## src/sv/atsl_pkg.sv

```systemverilog
// Shared types and constants for the associative tag store with LRU age counters.
// No dependencies; imported by atsl_cell and assoc_tag_store_lru_counter_core.
package atsl_pkg;

   localparam int WAY_ID_W = 4;

   typedef enum logic [2:0] {
      OP_LOOKUP  = 3'd0,
      OP_VICTIM  = 3'd1,
      OP_FILL    = 3'd2,
      OP_RESET   = 3'd3,
      OP_WBCHECK = 3'd4
   } op_type;

   localparam logic [2:0] ST_INVALID  = 3'd0;
   localparam logic [2:0] ST_OWNED    = 3'd3;
   localparam logic [2:0] ST_MODIFIED = 3'd4;

   typedef struct packed {
      logic                hit;
      logic [WAY_ID_W-1:0] hit_way;
      logic                inv_found;
      logic [WAY_ID_W-1:0] inv_way;
      logic                inv_wb;
      logic                old_found;
      logic [WAY_ID_W-1:0] old_way;
      logic                old_wb;
   } search_chain_type;

endpackage

```

## src/sv/atsl_cell.sv

```systemverilog
// One way of the tag store: tag, coherency state, dirty bit and LRU age.
// Passes the first-match search results on to the next cell. Uses atsl_pkg.
module atsl_cell
   import atsl_pkg::*;
#(
   parameter int WAY_ID   = 0,
   parameter int NUM_WAYS = 4,
   parameter int TAG_W    = 32,
   localparam int AGE_W   = $clog2(NUM_WAYS)
) (
   input  logic             clock,
   input  logic             reset,
   input  logic             write_en,
   input  logic [TAG_W-1:0] wr_tag,
   input  logic             wr_dirty,
   input  logic [2:0]       wr_coh,
   input  logic             touch_en,
   input  logic [AGE_W-1:0] touched_age,
   input  logic [TAG_W-1:0] lookup_tag,
   input  search_chain_type chain_in,
   output search_chain_type chain_out,
   output logic [AGE_W-1:0] age_out,
   output logic             wb_out
);

   localparam logic [AGE_W-1:0] AGE_MAX = AGE_W'(NUM_WAYS - 1);
   localparam logic [WAY_ID_W-1:0] MY_ID = WAY_ID_W'(WAY_ID);

   logic [TAG_W-1:0] tag_ff, tag_in;
   logic [2:0]       coh_ff, coh_in;
   logic             dirty_ff, dirty_in;
   logic [AGE_W-1:0] age_ff, age_in;
   logic             valid;
   logic             match;

   assign valid   = coh_ff != ST_INVALID;
   assign match   = valid && (tag_ff == lookup_tag);
   assign wb_out  = (coh_ff == ST_MODIFIED) || (coh_ff == ST_OWNED) || dirty_ff;
   assign age_out = age_ff;

   always_comb begin
      chain_out = chain_in;
      if (!chain_in.hit && match) begin
         chain_out.hit     = 1'b1;
         chain_out.hit_way = MY_ID;
      end
      if (!chain_in.inv_found && !valid) begin
         chain_out.inv_found = 1'b1;
         chain_out.inv_way   = MY_ID;
         chain_out.inv_wb    = wb_out;
      end
      if (!chain_in.old_found && (age_ff == '0)) begin
         chain_out.old_found = 1'b1;
         chain_out.old_way   = MY_ID;
         chain_out.old_wb    = wb_out;
      end
   end

   always_comb begin
      tag_in   = tag_ff;
      coh_in   = coh_ff;
      dirty_in = dirty_ff;
      age_in   = age_ff;
      if (write_en) begin
         tag_in   = wr_tag;
         coh_in   = wr_coh;
         dirty_in = wr_dirty;
         age_in   = AGE_MAX;
      end else if (touch_en && (age_ff > touched_age)) begin
         age_in = age_ff - AGE_W'(1);
      end
   end

   always_ff @(posedge clock) begin
      if (reset) begin
         tag_ff   <= '0;
         coh_ff   <= ST_INVALID;
         dirty_ff <= 1'b0;
         age_ff   <= '0;
      end else begin
         tag_ff   <= tag_in;
         coh_ff   <= coh_in;
         dirty_ff <= dirty_in;
         age_ff   <= age_in;
      end
   end

endmodule

```

## src/sv/assoc_tag_store_lru_counter_core.sv

```systemverilog
// Fully associative tag store with LRU age counters: a chain of way cells.
// The response is registered the cycle after accept; throughput 1 request per cycle
// unless stalled, set by the single pass of the first-match search down the cell chain.
// The next request is taken while the response register is empty or being drained.
// Synchronous active-high reset: all ways invalid, tags, dirty bits and ages zero.
// Uses atsl_pkg and atsl_cell.
module assoc_tag_store_lru_counter_core
   import atsl_pkg::*;
#(
   parameter int NUM_WAYS  = 4,
   parameter int TAG_WIDTH = 32
) (
   input  logic        clock,
   input  logic        reset,
   input  logic        req_valid,
   output logic        req_stall,
   input  logic [2:0]  req_opcode,
   input  logic [1:0]  req_way_index,
   input  logic [31:0] req_tag_value,
   input  logic        req_dirty_in,
   input  logic [2:0]  req_coherency_in,
   output logic        rsp_valid,
   input  logic        rsp_stall,
   output logic        rsp_hit,
   output logic [1:0]  rsp_result_way,
   output logic        rsp_way_found,
   output logic        rsp_writeback_needed
);

   localparam int TAG_W = (TAG_WIDTH < 32) ? TAG_WIDTH : 32;
   localparam int AGE_W = $clog2(NUM_WAYS);
   localparam int IDX_W = $clog2(NUM_WAYS);
   localparam logic [AGE_W-1:0] AGE_MAX = AGE_W'(NUM_WAYS - 1);

   logic             accept;
   logic             way_ok;
   logic [IDX_W-1:0] sel_idx;
   logic             touch_en;
   logic [TAG_W-1:0] req_tag;
   logic [TAG_W-1:0] wr_tag;
   logic             wr_dirty;
   logic [2:0]       wr_coh;
   logic [AGE_W-1:0] touched_age;
   op_type           op;

   search_chain_type chain [NUM_WAYS+1];
   logic [AGE_W-1:0] ages [NUM_WAYS];
   logic             wb_vec [NUM_WAYS];

   logic       rsp_valid_ff, rsp_valid_in;
   logic       hit_ff, hit_in;
   logic [1:0] way_ff, way_in;
   logic       found_ff, found_in;
   logic       wb_ff, wb_in;

   assign req_stall = rsp_valid_ff && rsp_stall;
   assign accept    = req_valid && !req_stall;
   assign op        = op_type'(req_opcode);
   assign way_ok    = 32'(req_way_index) < NUM_WAYS;
   assign sel_idx   = IDX_W'(req_way_index);
   assign req_tag   = req_tag_value[TAG_W-1:0];
   assign touch_en  = accept && way_ok && ((op == OP_FILL) || (op == OP_RESET));
   assign wr_tag    = (op == OP_FILL) ? req_tag : '0;
   assign wr_dirty  = (op == OP_FILL) ? req_dirty_in : 1'b0;
   assign wr_coh    = (op == OP_FILL) ? req_coherency_in : ST_INVALID;
   assign touched_age = way_ok ? ages[sel_idx] : '0;

   assign chain[0] = '0;

   for (genvar g = 0; g < NUM_WAYS; g++) begin : g_way
      atsl_cell #(
         .WAY_ID   (g),
         .NUM_WAYS (NUM_WAYS),
         .TAG_W    (TAG_W)
      ) u_cell (
         .clock       (clock),
         .reset       (reset),
         .write_en    (touch_en && (sel_idx == IDX_W'(g))),
         .wr_tag      (wr_tag),
         .wr_dirty    (wr_dirty),
         .wr_coh      (wr_coh),
         .touch_en    (touch_en),
         .touched_age (touched_age),
         .lookup_tag  (req_tag),
         .chain_in    (chain[g]),
         .chain_out   (chain[g+1]),
         .age_out     (ages[g]),
         .wb_out      (wb_vec[g])
      );
   end

   always_comb begin
      hit_in   = 1'b0;
      way_in   = 2'd0;
      found_in = 1'b0;
      wb_in    = 1'b0;
      unique case (op)
         OP_LOOKUP: begin
            hit_in = chain[NUM_WAYS].hit;
            way_in = 2'(chain[NUM_WAYS].hit_way);
         end
         OP_VICTIM: begin
            if (chain[NUM_WAYS].inv_found) begin
               found_in = 1'b1;
               way_in   = 2'(chain[NUM_WAYS].inv_way);
               wb_in    = chain[NUM_WAYS].inv_wb;
            end else if (chain[NUM_WAYS].old_found) begin
               found_in = 1'b1;
               way_in   = 2'(chain[NUM_WAYS].old_way);
               wb_in    = chain[NUM_WAYS].old_wb;
            end
         end
         OP_WBCHECK: begin
            wb_in = way_ok && wb_vec[sel_idx];
         end
         default: begin
         end
      endcase
   end

   always_comb begin
      rsp_valid_in = rsp_valid_ff;
      if (accept) begin
         rsp_valid_in = 1'b1;
      end else if (!rsp_stall) begin
         rsp_valid_in = 1'b0;
      end
   end

   always_ff @(posedge clock) begin
      if (reset) begin
         rsp_valid_ff <= 1'b0;
      end else begin
         rsp_valid_ff <= rsp_valid_in;
      end
   end

   always_ff @(posedge clock) begin
      if (accept) begin
         hit_ff   <= hit_in;
         way_ff   <= way_in;
         found_ff <= found_in;
         wb_ff    <= wb_in;
      end
   end

   assign rsp_valid            = rsp_valid_ff;
   assign rsp_hit              = hit_ff;
   assign rsp_result_way       = way_ff;
   assign rsp_way_found        = found_ff;
   assign rsp_writeback_needed = wb_ff;

   a_accept_gives_rsp: assert property (@(posedge clock) disable iff (reset)
      accept |=> rsp_valid_ff)
      else $error("accepted request produced no response");

   a_hit_found_excl: assert property (@(posedge clock) disable iff (reset)
      rsp_valid_ff |-> !(hit_ff && found_ff))
      else $error("response has both hit and way_found");

   a_touch_mru: assert property (@(posedge clock) disable iff (reset)
      touch_en |=> ages[$past(sel_idx)] == AGE_MAX)
      else $error("touched way is not most recent");

endmodule
```

## config.mk

```make
export PLATFORM = sky130hd
export DESIGN_NAME = assoc_tag_store_lru_counter_core
export DESIGN_NICKNAME = d
export VERILOG_FILES = /design/src/sv/atsl_pkg.sv /design/src/sv/atsl_cell.sv /design/src/sv/assoc_tag_store_lru_counter_core.sv
export SDC_FILE = /design/constraint.sdc
export NUM_CORES = 1
export LEC_CHECK = 0
export ABC_AREA = 1
export BUFFER_PORTS_ARGS = -buffer_cell sky130_fd_sc_hd__clkbuf_2
export CORE_ASPECT_RATIO = 0.5
export CORE_MARGIN = 2
export CORE_UTILIZATION = 25
export DETAILED_ROUTE_END_ITERATION = 6
export GPL_TIMING_DRIVEN = 0
export HOLD_SLACK_MARGIN = 0.06
export MAX_ROUTING_LAYER = met4
export SLEW_MARGIN = 20
export SYNTH_ARGS = -nofsm -noshare
export SYNTH_HDL_FRONTEND = slang
export SYNTH_SLANG_ARGS = --single-unit
```

## constraint.sdc

```tcl
create_clock -name clock -period 2.13 [get_ports clock]
set_clock_uncertainty 0.05 [all_clocks]
set_input_delay 0.1065 -clock clock [delete_from_list [all_inputs] [get_ports clock]]
set_output_delay 0.1065 -clock clock [all_outputs]
set_load 0.01 [all_outputs]
```

==> results.md <==
* Status: finished clean
* Initial antenna violation count at 0
* Worst Path Max Fanout at 3
* Post-DP Area at around 0.0099 mm2
* CP required at roughly 2.3 ns
* Detailed Route Iter0 Violations at 889
* Finished Layout Cells at ~2000
* Tightest Pin Transition at 0.809 ns
* Initial Utilization at 0.254
* Worst skew pair latency at about 0.46 ns
* Yosys warnings at 0
* Startpoint Class: register
* Period minus WS final at slightly above 2 ns
* XOR/XNOR Fraction of Synth Area at 0.0565
* Number of global-route vias before repair at approximately 8700
* Dpl ws at -0.175 ns
* Mux cell area share after synthesis at 0
* H-tree lvl count at 4
* Worst hold slack at ~0.075 ns
* Wirelength per Cell at 18.3 um
* CP startpoint: g_way[2].u_cell.tag_ff[23]
* Synth Cell Area at 0.00915 mm2
* Yosys top cell by area: dfxtp_1
* Max-slew violations at 0
* Mapped Cells at ~1400
* Remaining global-route overflow at 0
* Worst reg2reg path startpoint: g_way[2].u_cell.tag_ff[23]
* Final HPWL DP at 27.9 mm
* WP data arrival at approximately 2.2 ns
* Kind of critical path: register to register
* Worst-path cell chain: xnor2_1 > nand2_1 > nor2_1 > nand2_1 > nor2_1 > nand3_1 > nand2_1 > nand2_1 > nand2_1 > nand2_1
* Worst Setup EP: rsp_result_way[0]
* Core box area at between 0.03 and 0.04 mm2
* Clock slew at reported path FFs at 0.07 ns
* CTS root buf: clkbuf_16
* Largest family of logic cells by synthesized area: simple AND/OR/NAND/NOR gates
* Mapped Avg Cell Area at roughly 6.5 um2
* Top cells by area, synth: dfxtp_1, nand2_1, a21oi_1, o21ai_0, nor2_1
* Buffers on Ports at 37
* First-pass GRT wire length at 53.9 mm
* Worst R2R Setup Slack at 0.06 ns
* Final Cell Area at around 0.011 mm2
* Drt drc at 0
* Final Hold Fails at 0
* Chip width at around 270 um
* GP Congestion at about 1.0
* Unique masters post-synth at between 40 and 50
* Setup WS post-layout at 0.0558 ns
* Fin crit share at 0.974
* Sequential-to-total area share from yosys stat at 0.351
* Util after Layout at 0.295
* LEAKAGE at 4.49 nW
* Antenna-violating nets left at 0
* Placed Cells at around 1900
* Reg-to-reg endpoint: rsp_result_way[0]
* CP Capture Type: register
* Routed WL at 36.1 mm
* Setup-failing EPs final at 0
* Die Ht at between 100 and 150 um
* # IOs at 52
* PD cells at roughly 670 mW/mm2
* Gr usage total at 0.197
* Number of synthesized register bits at between 150 and 200
* Setup TNS at 0 ns
* Final Power at 7.08 mW
* Antenna diodes at 0
* Post-synth top area share at 0.335
* Simple-Gate Fraction of Synth Area at 0.280
* Synth Area in Compound Gates at 0.181
* Final nets at 1528
* FMAX at between 400 and 500 MHz
* Syn Nets at approximately 1500
* Slowest CP cell: xnor2_1
* Largest net degree at the start of global routing at 17
* Post-Synth Adder-Cell Area at 0.0164
* TritonRoute pass-1 iters at 7
* Hold Path Class: input port to register
* CTS Buf Count at 17
* Crit path top cell by count: nand2_1
* MaxCap Viol Count at 0
* Layout cells sized above 1 at 0.101
* Clk buf depth at 2
* # fillers at between 3000 and 4000
* Die Area at 0.0382 mm2
* CTS tree: done
* Worst Reg-to-Reg Cells at 10
* Area Overhead vs Synth at 16.2%
* CTS Sinks at approximately 160
* Peak supply drop at approximately 0.00048 V
* Via density at 4.74
* Vias at between 9000 and 10000
* Worst rel slew slack at 0.461
* # rows at about 50
* Max incr delay on CP at ~0.4 ns
## per-layer routing
| metal | part of all wire | track usage | up-vias |
|---|---|---|---|
| met5 | 0 | - | - |
| met4 | 0.018 | 0.0489 | 0 |
| met3 | 0.063 | 0.0318 | 49 |
| met2 | 0.46 | 0.310 | 316 |
| met1 | 0.46 | 0.262 | 4369 |
| li1 | - | - | 4589 |
## sequential cells by signal, summed over array words and instances (netlist names)
| register | flops |
|---|---|
| g_way.u_cell.age_out | 8 |
| g_way.u_cell.coh_ff | 12 |
| g_way.u_cell.dirty_ff | 4 |
| g_way.u_cell.tag_ff | 128 |
| rsp_hit | 1 |
| rsp_result_way | 2 |
| rsp_valid | 1 |
| rsp_way_found | 1 |
| rsp_writeback_needed | 1 |
## how the worst min path moves through the flow
stage | start | to | cells after the start
4_1_cts | req_tag_value[29] | g_way[0].u_cell.tag_ff[29] | 5
6_report | req_tag_value[29] | g_way[0].u_cell.tag_ff[29] | 5
3_5_place_dp | rsp_stall | rsp_valid | 3
5_1_grt | req_tag_value[15] | g_way[3].u_cell.tag_ff[15] | 5
3_3_place_gp | rsp_stall | rsp_valid | 3
2_1_floorplan | rsp_stall | rsp_valid | 2
## power by group
group / switching, mW / internal (mW) / total (mW)
logic: 0.670 / 0.294 / 0.964
registers: 0.0456 / 3.04 / 3.08
clock network: 1.40 / 1.63 / 3.03
total: 2.12 / 4.96 / 7.08
## cells by family after synthesis
family / count (synthesis)
xor gates and xnor gates: 59
buffers and inverters: 247
DFF: 158
adders and majority gates: 12
AOI/OAI and AO/OA: 325
and+or+nand+nor: 603
## worst max-delay path, delay by kind of cell, from the launching register on
kind                      cells  cell delay [ns]
DFF                           1             0.34
and+or+nand+nor               9             1.02
xor gates and xnor gates      1             0.40
## area by class of cell
cell class / instances / area (um2) / share of cell area
buffer: 61 / 349 / 0.0329
clock buffer: 18 / 429 / 0.0404
clock inverter: 14 / 133 / 0.0125
inverter: 186 / 703 / 0.0662
multi-input combinational: 999 / 4900 / 0.461
sequential: 158 / 3210 / 0.302
tap: 484 / 606 / 0.0570
timing repair buffer: 48 / 293 / 0.0276
## Yosys cell counts, drive strengths merged
master and instances:
nand2b 1, nor2b 4, ha 12, xor2 21, o22ai 1, nor2 203, o21ai 162, o221ai 1
nand4 8, buf 41, xnor2 38, a21oi 153, a221oi 1, nor3 16, clkbuf 20, nand2 312
inv 186, dfxtp 153, o2111ai 1, and2 2, a22oi 1, a211oi 1, edfxtp 5, or2 3
o211ai 3, nand3b 4, nor3b 4, nand3 46, a31oi 1
## cells in the final DEF, fill, tap and decap left out, types with 4 or more instances in the layout
master	instances
inv_2	7
clkbuf_2	43
o21ai_0	142
nor2_2	5
ha_1	12
nand3b_1	4
clkbuf_1	15
xor2_1	21
nor2_1	185
nand3_1	45
clkbuf_16	17
xnor2_1	38
buf_4	11
inv_6	5
nor2_4	12
buf_2	24
inv_1	177
o21ai_1	20
nand4_1	8
buf_6	6
dlygate4sd3_1	10
nand2_1	310
nor3b_1	4
a21oi_1	153
nor3_1	15
dfxtp_1	153
edfxtp_1	5
nor2b_1	4
## timing repair
action / CTS / global route
buffers inserted: 0 / 1
hold buffers: 10 / 0
hold endpoints to repair: 33 / 0
pin swaps: 0 / 0
resized for setup: 1 / 5
setup endpoints to repair: 8 / 10
cloned: 0 / 0
(Power assumes the default switching activity.)
